`src/hdl/bfmp_pkg.sv`:
```
`timescale 1ns / 1ps

package bfmp_pkg;

   localparam int MAX_CITIES  = 8;
   localparam int WEIGHT_BITS = 16;

   localparam int CITY_BITS   = $clog2(MAX_CITIES);
   localparam int CNT_BITS    = $clog2(MAX_CITIES + 1);
   localparam int DIST_DEPTH  = MAX_CITIES * MAX_CITIES;
   localparam int ADDR_BITS   = $clog2(DIST_DEPTH);

   localparam int COST_BITS   = 20;
   localparam int COUNT_BITS  = 16;
   localparam int ACC_BITS    = ((COST_BITS > WEIGHT_BITS) ? COST_BITS : WEIGHT_BITS) + 1;

   localparam logic [COST_BITS-1:0]  COST_MAX  = '1;
   localparam logic [COUNT_BITS-1:0] COUNT_MAX = '1;

   localparam int QUEUE_DEPTH = 2;
   localparam int QPTR_BITS   = $clog2(QUEUE_DEPTH);
   localparam int QCNT_BITS   = $clog2(QUEUE_DEPTH + 1);

   typedef enum logic {
      KIND_EDGE   = 1'b0,
      KIND_SEARCH = 1'b1
   } kind_type;

   typedef struct packed {
      kind_type    kind;
      logic [2:0]  city_a;
      logic [2:0]  city_b;
      logic [15:0] weight;
   } req_type;

   typedef struct packed {
      logic [COST_BITS-1:0]  min_cost;
      logic [COUNT_BITS-1:0] perm_count;
   } rsp_type;

   // Classified work item as held in the queue
   typedef struct packed {
      kind_type               kind;
      logic [CITY_BITS-1:0]   city_a;
      logic [CITY_BITS-1:0]   city_b;
      logic [WEIGHT_BITS-1:0] weight;
   } entry_type;

   // Handshake between queue and engine
   typedef struct packed {
      logic      valid;
      entry_type entry;
   } queue_out_type;

   typedef enum logic [2:0] {
      ST_IDLE,
      ST_LOAD,
      ST_SUM,
      ST_FIND,
      ST_PERMUTE,
      ST_EMIT
   } state_type;

endpackage

```
`src/hdl/bfmp_front.sv`:
```
`timescale 1ns / 1ps

module bfmp_front import bfmp_pkg::*; (
   input  logic          clock,
   input  logic          reset,
   input  logic          req_valid,
   output logic          req_stall,
   input  req_type       req_data,
   output queue_out_type q_out,
   input  logic          q_pop
);

   entry_type             slot_ff [QUEUE_DEPTH];
   logic [QPTR_BITS-1:0]  wr_ptr_ff, wr_ptr_in;
   logic [QPTR_BITS-1:0]  rd_ptr_ff, rd_ptr_in;
   logic [QCNT_BITS-1:0]  count_ff, count_in;
   logic                  accept;
   logic                  drop;
   logic                  push;
   logic                  pop;
   entry_type             new_entry;

   assign req_stall = (count_ff == QCNT_BITS'(QUEUE_DEPTH));
   assign accept    = req_valid && !req_stall;

   // Edges naming a city past the table are dropped at the door
   assign drop = (req_data.kind == KIND_EDGE) &&
                 ((int'(req_data.city_a) >= MAX_CITIES) ||
                  (int'(req_data.city_b) >= MAX_CITIES));

   assign push = accept && !drop;
   assign pop  = q_pop && (count_ff != '0);

   always_comb begin
      new_entry.kind   = req_data.kind;
      new_entry.city_a = CITY_BITS'(req_data.city_a);
      new_entry.city_b = CITY_BITS'(req_data.city_b);
      new_entry.weight = WEIGHT_BITS'(req_data.weight);
   end

   always_comb begin
      wr_ptr_in = wr_ptr_ff;
      rd_ptr_in = rd_ptr_ff;
      count_in  = count_ff;
      if (push) begin
         wr_ptr_in = (wr_ptr_ff == QPTR_BITS'(QUEUE_DEPTH - 1)) ? '0 :
                     wr_ptr_ff + QPTR_BITS'(1);
      end
      if (pop) begin
         rd_ptr_in = (rd_ptr_ff == QPTR_BITS'(QUEUE_DEPTH - 1)) ? '0 :
                     rd_ptr_ff + QPTR_BITS'(1);
      end
      if (push && !pop) begin
         count_in = count_ff + QCNT_BITS'(1);
      end else if (pop && !push) begin
         count_in = count_ff - QCNT_BITS'(1);
      end
   end

   always_ff @(posedge clock) begin
      if (reset) begin
         wr_ptr_ff <= '0;
         rd_ptr_ff <= '0;
         count_ff  <= '0;
      end else begin
         wr_ptr_ff <= wr_ptr_in;
         rd_ptr_ff <= rd_ptr_in;
         count_ff  <= count_in;
      end
   end

   always_ff @(posedge clock) begin
      if (push) begin
         slot_ff[wr_ptr_ff] <= new_entry;
      end
   end

   assign q_out.valid = (count_ff != '0);
   assign q_out.entry = slot_ff[rd_ptr_ff];

endmodule

```
`src/hdl/bfmp_engine.sv`:
```
`timescale 1ns / 1ps

module bfmp_engine import bfmp_pkg::*; (
   input  logic          clock,
   input  logic          reset,
   input  queue_out_type q_out,
   output logic          q_pop,
   output logic          rsp_valid,
   input  logic          rsp_stall,
   output rsp_type       rsp_data
);

   state_type state_ff, state_in;

   logic [WEIGHT_BITS-1:0] dist_mem [DIST_DEPTH];
   logic [DIST_DEPTH-1:0]  dist_vld_ff;
   logic [WEIGHT_BITS-1:0] rd_data_ff;
   logic                   rd_hit_ff;
   logic                   rd_pend_ff;

   logic [MAX_CITIES-1:0]  seen_ff;
   logic [CITY_BITS-1:0]   order_ff [MAX_CITIES];
   logic [CITY_BITS-1:0]   order_in [MAX_CITIES];
   logic [CNT_BITS-1:0]    k_ff, k_in;
   logic [CNT_BITS-1:0]    iss_ff, iss_in;
   logic [CITY_BITS-1:0]   piv_ff;
   logic [COST_BITS-1:0]   sum_ff, sum_in;
   logic [COST_BITS-1:0]   best_ff, best_in;
   logic [COUNT_BITS-1:0]  count_ff, count_in;
   logic                   out_vld_ff, out_vld_in;
   rsp_type                out_data_ff;

   logic                   edge_wr;
   logic                   load_en;
   logic                   sum_en;
   logic                   find_en;
   logic                   perm_en;
   logic                   emit_en;
   logic                   out_free;

   logic [ADDR_BITS-1:0]   wr_addr;
   logic [ADDR_BITS-1:0]   rd_addr;
   logic [CNT_BITS-1:0]    iss_nx;
   logic                   issue;
   logic                   sum_done;
   logic [WEIGHT_BITS-1:0] rd_word;
   logic [ACC_BITS-1:0]    acc;

   logic [CITY_BITS-1:0]   load_order [MAX_CITIES];
   logic [CNT_BITS-1:0]    load_k;
   logic                   has_next;
   logic [CITY_BITS-1:0]   piv;
   logic [CITY_BITS-1:0]   perm_order [MAX_CITIES];

   // ---------------- control ----------------
   assign out_free = !out_vld_ff || !rsp_stall;
   assign iss_nx   = iss_ff + CNT_BITS'(1);
   assign issue    = (state_ff == ST_SUM) && (iss_nx < k_ff);
   assign sum_done = (state_ff == ST_SUM) && !issue && !rd_pend_ff;

   always_comb begin
      state_in = state_ff;
      case (state_ff)
         ST_IDLE: begin
            if (q_out.valid && q_out.entry.kind == KIND_SEARCH) begin
               state_in = ST_LOAD;
            end
         end
         ST_LOAD: begin
            state_in = ST_SUM;
         end
         ST_SUM: begin
            if (sum_done) begin
               state_in = ST_FIND;
            end
         end
         ST_FIND: begin
            state_in = has_next ? ST_PERMUTE : ST_EMIT;
         end
         ST_PERMUTE: begin
            state_in = ST_SUM;
         end
         ST_EMIT: begin
            if (out_free) begin
               state_in = ST_IDLE;
            end
         end
         default: begin
            state_in = ST_IDLE;
         end
      endcase
   end

   always_comb begin
      q_pop   = 1'b0;
      load_en = 1'b0;
      sum_en  = 1'b0;
      find_en = 1'b0;
      perm_en = 1'b0;
      emit_en = 1'b0;
      case (state_ff)
         ST_IDLE: begin
            q_pop = q_out.valid;
         end
         ST_LOAD: begin
            load_en = 1'b1;
         end
         ST_SUM: begin
            sum_en = 1'b1;
         end
         ST_FIND: begin
            find_en = 1'b1;
         end
         ST_PERMUTE: begin
            perm_en = 1'b1;
         end
         ST_EMIT: begin
            emit_en = out_free;
         end
         default: begin
            q_pop = 1'b0;
         end
      endcase
   end

   assign edge_wr = q_pop && (q_out.entry.kind == KIND_EDGE);

   // ---------------- distance store ----------------
   // One entry per unordered pair, kept at (low city, high city)
   always_comb begin
      logic [CITY_BITS-1:0] wa;
      logic [CITY_BITS-1:0] wb;
      logic [CITY_BITS-1:0] ra;
      logic [CITY_BITS-1:0] rb;
      wa = q_out.entry.city_a;
      wb = q_out.entry.city_b;
      if (wa > wb) begin
         wa = q_out.entry.city_b;
         wb = q_out.entry.city_a;
      end
      wr_addr = ADDR_BITS'(int'(wa) * MAX_CITIES + int'(wb));
      ra = order_ff[iss_ff[CITY_BITS-1:0]];
      rb = order_ff[iss_nx[CITY_BITS-1:0]];
      if (ra > rb) begin
         ra = order_ff[iss_nx[CITY_BITS-1:0]];
         rb = order_ff[iss_ff[CITY_BITS-1:0]];
      end
      rd_addr = ADDR_BITS'(int'(ra) * MAX_CITIES + int'(rb));
   end

   always_ff @(posedge clock) begin
      if (edge_wr) begin
         dist_mem[wr_addr] <= q_out.entry.weight;
      end
      if (issue) begin
         rd_data_ff <= dist_mem[rd_addr];
      end
   end

   always_ff @(posedge clock) begin
      if (reset) begin
         dist_vld_ff <= '0;
         seen_ff     <= '0;
         rd_hit_ff   <= 1'b0;
      end else begin
         if (edge_wr) begin
            dist_vld_ff[wr_addr]         <= 1'b1;
            seen_ff[q_out.entry.city_a]  <= 1'b1;
            seen_ff[q_out.entry.city_b]  <= 1'b1;
         end
         if (issue) begin
            rd_hit_ff <= dist_vld_ff[rd_addr];
         end
      end
   end

   // A pair never written reads as zero
   assign rd_word = rd_hit_ff ? rd_data_ff : '0;
   assign acc     = ACC_BITS'(sum_ff) + ACC_BITS'(rd_word);

   // ---------------- city list ----------------
   always_comb begin
      logic [CNT_BITS-1:0] rank;
      rank = '0;
      for (int p = 0; p < MAX_CITIES; p++) begin
         load_order[p] = order_ff[p];
      end
      for (int c = 0; c < MAX_CITIES; c++) begin
         if (seen_ff[c]) begin
            load_order[rank[CITY_BITS-1:0]] = CITY_BITS'(c);
            rank = rank + CNT_BITS'(1);
         end
      end
      load_k = rank;
   end

   // ---------------- next permutation ----------------
   // Pivot: rightmost rise in the active list
   always_comb begin
      has_next = 1'b0;
      piv      = '0;
      for (int p = 1; p < MAX_CITIES; p++) begin
         if (CNT_BITS'(p) < k_ff && order_ff[p-1] < order_ff[p]) begin
            has_next = 1'b1;
            piv      = CITY_BITS'(p);
         end
      end
   end

   // Swap the pivot with its rightmost larger successor, then reverse the tail
   always_comb begin
      logic [CITY_BITS-1:0] pv;
      logic [CITY_BITS-1:0] pm1;
      logic [CITY_BITS-1:0] succ;
      logic [CNT_BITS-1:0]  mirror;
      logic [CITY_BITS-1:0] sw [MAX_CITIES];
      pm1  = piv_ff - CITY_BITS'(1);
      pv   = order_ff[pm1];
      succ = '0;
      for (int j = 0; j < MAX_CITIES; j++) begin
         if (CNT_BITS'(j) < k_ff && order_ff[j] > pv) begin
            succ = CITY_BITS'(j);
         end
      end
      for (int p = 0; p < MAX_CITIES; p++) begin
         sw[p] = order_ff[p];
      end
      sw[pm1]  = order_ff[succ];
      sw[succ] = pv;
      for (int p = 0; p < MAX_CITIES; p++) begin
         mirror = CNT_BITS'(piv_ff) + k_ff - CNT_BITS'(1) - CNT_BITS'(p);
         if (CITY_BITS'(p) >= piv_ff && CNT_BITS'(p) < k_ff) begin
            perm_order[p] = sw[mirror[CITY_BITS-1:0]];
         end else begin
            perm_order[p] = sw[p];
         end
      end
   end

   // ---------------- datapath next values ----------------
   always_comb begin
      for (int p = 0; p < MAX_CITIES; p++) begin
         order_in[p] = order_ff[p];
      end
      k_in     = k_ff;
      iss_in   = iss_ff;
      sum_in   = sum_ff;
      best_in  = best_ff;
      count_in = count_ff;
      if (load_en) begin
         for (int p = 0; p < MAX_CITIES; p++) begin
            order_in[p] = load_order[p];
         end
         k_in     = load_k;
         iss_in   = '0;
         sum_in   = '0;
         best_in  = COST_MAX;
         count_in = '0;
      end
      if (sum_en) begin
         if (issue) begin
            iss_in = iss_nx;
         end
         if (rd_pend_ff) begin
            sum_in = (acc > ACC_BITS'(COST_MAX)) ? COST_MAX : acc[COST_BITS-1:0];
         end
         if (sum_done) begin
            best_in  = (sum_ff < best_ff) ? sum_ff : best_ff;
            count_in = (count_ff == COUNT_MAX) ? count_ff : count_ff + COUNT_BITS'(1);
         end
      end
      if (perm_en) begin
         for (int p = 0; p < MAX_CITIES; p++) begin
            order_in[p] = perm_order[p];
         end
         iss_in = '0;
         sum_in = '0;
      end
   end

   always_ff @(posedge clock) begin
      for (int p = 0; p < MAX_CITIES; p++) begin
         order_ff[p] <= order_in[p];
      end
      k_ff     <= k_in;
      iss_ff   <= iss_in;
      sum_ff   <= sum_in;
      best_ff  <= best_in;
      count_ff <= count_in;
      if (find_en) begin
         piv_ff <= piv;
      end
      if (emit_en) begin
         out_data_ff.min_cost   <= best_ff;
         out_data_ff.perm_count <= count_ff;
      end
   end

   // ---------------- result register ----------------
   always_comb begin
      out_vld_in = out_vld_ff;
      if (emit_en) begin
         out_vld_in = 1'b1;
      end else if (out_vld_ff && !rsp_stall) begin
         out_vld_in = 1'b0;
      end
   end

   always_ff @(posedge clock) begin
      if (reset) begin
         state_ff   <= ST_IDLE;
         rd_pend_ff <= 1'b0;
         out_vld_ff <= 1'b0;
      end else begin
         state_ff   <= state_in;
         rd_pend_ff <= issue;
         out_vld_ff <= out_vld_in;
      end
   end

   assign rsp_valid = out_vld_ff;
   assign rsp_data  = out_data_ff;

endmodule

```
`src/hdl/brute_force_min_path_search.sv`:
```
// Order: an edge beat is queued on acceptance and written to the store when the idle
// engine pops it. A search beat walks each order of the seen cities with a store read per
// leg, then drain, compare, pivot and reorder steps (the last order skips the reorder).
// Throughput: one edge beat per cycle while the engine is idle; the single-port distance
// store sets the walk rate. Reset (synchronous, active high) clears the store valid bits,
// seen map, queue and result register valid flag.
`timescale 1ns / 1ps

module brute_force_min_path_search import bfmp_pkg::*; (
   input  logic    clock,
   input  logic    reset,
   input  logic    req_valid,
   output logic    req_stall,
   input  req_type req_data,
   output logic    rsp_valid,
   input  logic    rsp_stall,
   output rsp_type rsp_data
);

   // Front side: accept beats, drop out-of-range edges, queue the rest
   queue_out_type q_out;
   logic          q_pop;

   bfmp_front u_front (
      .clock     (clock),
      .reset     (reset),
      .req_valid (req_valid),
      .req_stall (req_stall),
      .req_data  (req_data),
      .q_out     (q_out),
      .q_pop     (q_pop)
   );

   // Back side: write edges, or walk every ordering of the seen cities
   // and hold the best open-path cost and order count in the result register
   bfmp_engine u_engine (
      .clock     (clock),
      .reset     (reset),
      .q_out     (q_out),
      .q_pop     (q_pop),
      .rsp_valid (rsp_valid),
      .rsp_stall (rsp_stall),
      .rsp_data  (rsp_data)
   );

endmodule

```
`config.mk`:
```
export PLATFORM = sky130hd
export DESIGN_NAME = brute_force_min_path_search
export DESIGN_NICKNAME = d
export VERILOG_FILES = /design/src/hdl/bfmp_pkg.sv /design/src/hdl/bfmp_front.sv /design/src/hdl/bfmp_engine.sv /design/src/hdl/brute_force_min_path_search.sv
export SDC_FILE = /design/constraint.sdc
export NUM_CORES = 2
export LEC_CHECK = 0
export BUFFER_PORTS_ARGS = -buffer_cell sky130_fd_sc_hd__buf_2
export CAP_MARGIN = 20
export CORE_UTILIZATION = 35
export DETAILED_ROUTE_END_ITERATION = 6
export PLACE_DENSITY_LB_ADDON = 0.3
export SYNTH_ARGS = -nofsm -noshare
export SYNTH_HDL_FRONTEND = slang
export SYNTH_HIERARCHICAL = 1
export SYNTH_SLANG_ARGS = --single-unit
```
`constraint.sdc`:
```
create_clock -name clock -period 13.2 [get_ports clock]
set_clock_uncertainty 0.2 [all_clocks]
set_input_delay 1.98 -clock clock [delete_from_list [all_inputs] [get_ports clock]]
set_output_delay 1.98 -clock clock [all_outputs]
set_load 0.005 [all_outputs]
```
==> impl_summary.log <==
[metrics] post-synthesis instance area: 56700 um2
[metrics] most used flip-flop cell after synthesis: edfxtp_1
[metrics] top cell type by total area after synthesis: edfxtp_1
[metrics] Yosys warning count: 6
[metrics] Yosys cell types: 102
[metrics] area delta synth->final: 13.36%
[metrics] setup repair after global routing missed its margin: no
[metrics] R2R Setup Slk: 5.47 ns
[metrics] number of buffers added by the clock tree synthesis step: 137
[metrics] critical path peak fanout: 70
[metrics] FFs w/ async S/R, synth: 0
[metrics] Initial Util: 0.3527
[metrics] area enclosed by the die boundary: 163600 um2
[metrics] met3 WL: 9.553 mm
[metrics] EDFF count, synth: 1189
[metrics] Met1 Wirelength: 64.79 mm
[metrics] Crit Path Category: flip-flop to flip-flop
[metrics] Final Critical Period: 7.734 ns
[metrics] final setup vio count: 0
[metrics] most frequent standard cell in the layout excluding fill and tap cells: edfxtp_1
[metrics] hold path startpoint: u_engine/best_ff[5]
[metrics] Core Area: 160800 um2
[metrics] pin count of the biggest net entering global routing: 110
[metrics] CTS Hold Bufs: 0
[metrics] clk buf depth: 3
[metrics] PortBufs: 64
[metrics] detailed-routing iteration count for the pre-antenna-repair pass: 5
[metrics] capturing point of the worst reg2reg path: u_engine/rd_data_ff[11]
[metrics] cell depth of the worst hold path: 0
[metrics] area share of the largest cell type after synthesis: 0.6297
[metrics] HPWL Detailed: 89.32 mm
[metrics] highest routing layer actually used: met4
[metrics] number of remaining DRC errors: 0
[metrics] largest cells by area after synthesis: edfxtp_1, mux4_2, dfxtp_1
[metrics] die boundary height: 404.5 um
[metrics] commonest cells after routing, fill and taps aside: edfxtp_1, mux4_2, nor2_1
[metrics] path category of the worst min-delay check: flip-flop to flip-flop
[metrics] depth of the worst register-to-register path: 16
[metrics] startpoint of the worst setup timing path: u_engine/iss_ff[0]
[metrics] initial antenna violation count: 10
[metrics] Seq cells post-synth: 1296
[metrics] number of design-rule violations left by the first detailed-router iteration: 3250
[metrics] first-pass GRT wire length: 216.4 mm
[metrics] count of antenna-violating nets left after detailed routing: 0
[metrics] combined global-route utilization of all metal layers: 0.1799
[metrics] H-Tree Level Count: 4
[metrics] Nets: 3777
[metrics] transition time at the pin with the least slew margin: 1.104 ns
[metrics] vias per cell: 5.463
[metrics] TritonCTS sink count: 1296
[metrics] Endpoint, Worst Hold: u_engine/rsp_data[21]
[metrics] average footprint of a synthesized cell: 16.13 um2
[metrics] total count of hold-check failures in the final report: 0
[metrics] aggregate global routing overflow: 0
[metrics] share of the clock period used by the worst path: 0.5859
[metrics] post-synthesis net count: 3643
[metrics] buffer count from post-CTS setup fixing: 0
[metrics] routability congestion estimate from global placement: 0.9454
[metrics] number of max-capacitance violations reported: 0
[metrics] maximum achievable frequency: 129.3 MHz
[metrics] CTS root buffer: clkbuf_16
[metrics] Reg2Reg Launch Point: u_engine/iss_ff[0]
[metrics] cell row count: 147
[metrics] wire per inst: 24.93 um
[metrics] nature of the critical path startpoint: flip-flop
[metrics] number of primary I/O pins: 65
[metrics] clock transition at the registers of the reported paths: 0.06 ns
[metrics] Die X-Extent: 404.5 um
[metrics] total wirelength of the detailed-routed design: 147.6 mm
[metrics] via count of the first global-routing pass: 31816
[metrics] number of max-slew violations in the final report: 0
[metrics] data required time of the critical path: 13.48 ns
[metrics] TritonCTS clock tree: yes
[metrics] via count: 32360
[metrics] CP Data Arrival Time: 8.02 ns
[metrics] Total Neg Setup Slack: 0 ns
[metrics] capturing element type of the critical path: flip-flop
[metrics] sequential-to-total area share from yosys stat: 0.6675
[metrics] Clk Latency, worst-skew pair: 0.76 ns
[metrics] fraction of final layout cells sized beyond drive strength 1: 0.2146
[metrics] wire length on met2: 69.61 mm
[metrics] synthesized netlist cell count: 3516
[metrics] worst slew margin relative to its limit: 0.2635
[metrics] post-cts sizing count: 0
[metrics] outcome: complete, no violations
## flip-flops by register name (all words and copies together) (netlist names), named ones only
| signal | flops |
|---|---|
| u_engine/seen_ff | 8 |
| u_engine/dist_mem | 1024 |
| u_engine/count_ff | 16 |
| u_engine/order_ff | 24 |
| u_engine/best_ff | 20 |
| u_engine/rd_data_ff | 16 |
| u_engine/piv_ff | 3 |
| u_engine/state_ff | 3 |
| u_engine/rsp_valid | 1 |
| u_engine/rd_pend_ff | 1 |
| u_engine/iss_ff | 4 |
| u_engine/rsp_data | 36 |
| u_engine/dist_vld_ff | 64 |
| u_front/wr_ptr_ff | 1 |
| u_front/rd_ptr_ff | 1 |
| u_engine/rd_hit_ff | 1 |
| u_engine/k_ff | 4 |
| u_front/slot_ff | 46 |
| u_engine/sum_ff | 20 |
| u_front/count_ff | 2 |
## cell usage after synthesis (14+ instances only)
| cell type | number |
|---|---|
| dfxtp_1 | 107 |
| xor2_1 | 20 |
| nand2_1 | 156 |
| inv_1 | 89 |
| o22ai_1 | 24 |
| o21ba_2 | 14 |
| and2_1 | 79 |
| nor2_1 | 302 |
| a211o_1 | 20 |
| xnor2_1 | 23 |
| a211oi_1 | 89 |
| mux2i_1 | 115 |
| clkbuf_1 | 100 |
| a21o_1 | 16 |
| buf_4 | 26 |
| nor3_1 | 38 |
| edfxtp_1 | 1189 |
| nor2b_1 | 28 |
| o31ai_1 | 23 |
| o211ai_1 | 32 |
| a221oi_1 | 16 |
| nand2b_1 | 22 |
| a31oi_1 | 67 |
| nand3_1 | 58 |
| buf_6 | 14 |
| ha_1 | 98 |
| mux4_2 | 283 |
| a21oi_1 | 103 |
| buf_2 | 25 |
| a22oi_1 | 18 |
| mux2_2 | 47 |
| or3_1 | 14 |
| o21ai_0 | 79 |
## critical path, cell delays in order, from the launching register on
cell	delay [ns]
dfxtp_1	0.84
ha_1	0.47
mux4_2	0.35
mux2i_1	0.50
ha_1	0.36
nor2b_1	0.13
o21ai_1	0.15
a32o_1	0.54
mux2_8	0.85
buf_4	0.82
buf_4	0.65
mux4_2	0.57
and2_1	0.16
a211oi_1	0.20
a211oi_1	0.08
a211oi_1	0.38
a31oi_1	0.07
## final cells by class
| class | count | area [um2] |
|---|---|---|
| Antenna cell | 3 | 7.507 |
| Clock inverter | 73 | 600.6 |
| Multi-Input combinational cell | 1948 | 17800 |
| Fill cell | 14618 | 96480 |
| Clock buffer | 176 | 3700 |
| Timing Repair Buffer | 174 | 1274 |
| Inverter | 93 | 349.1 |
| Sequential cell | 1296 | 37850 |
| Tap cell | 2160 | 2703 |
## per-stage QoR
step                instances    util  hold slack (ns)  worst slack [ns]  instance area, um2
finish                   5923  0.3999           0.2497             5.466               64280
global route             5921  0.3998           0.2627             4.796               64270
CTS                      5917  0.3994           0.2511             5.301               64200
detailed placement       5668  0.3726           0.2388             5.270               59900
global placement         5664  0.3721           0.2357             5.388               59820
floorplan                3516       -           0.2264             7.609               56700
## worst max path at each step
stage	endpoint	slack, ns
final	u_engine/rd_data_ff[11]	5.47
after global routing	u_engine/rd_data_ff[11]	4.80
after CTS	u_engine/rd_data_ff[11]	5.30
after detailed placement	u_engine/rd_data_ff[10]	5.27
after global placement	u_engine/rd_data_ff[3]	5.39
after floorplan	u_engine/order_ff[1][1]	7.61
## metal layers
| layer | up-vias | GRT usage |
|---|---|---|
| met5 | - | 0 |
| met4 | 0 | 0.05542 |
| met3 | 254 | 0.02905 |
| met2 | 1139 | 0.2861 |
| met1 | 16716 | 0.2527 |
| li1 | 14251 | - |
## cells by family (layout without fill, tap and decap cells)
group                      after synthesis  count (layout)  synth area share
adders and majority gates              100             100           0.02233
AOI/OAI and AO/OA                      601             601           0.07516
buffers and inverters                  272             516           0.02255
other                                    0               3                 0
xor gates and xnor gates                45              45          0.007415
and+or+nand+nor                        753             753           0.06192
muxes                                  449             449            0.1431
DFF                                   1296            1296            0.6675
Power is left out: the tool's default activity adds up to more than one toggle a clock period on the data nets, which glitch-free logic cannot reach.
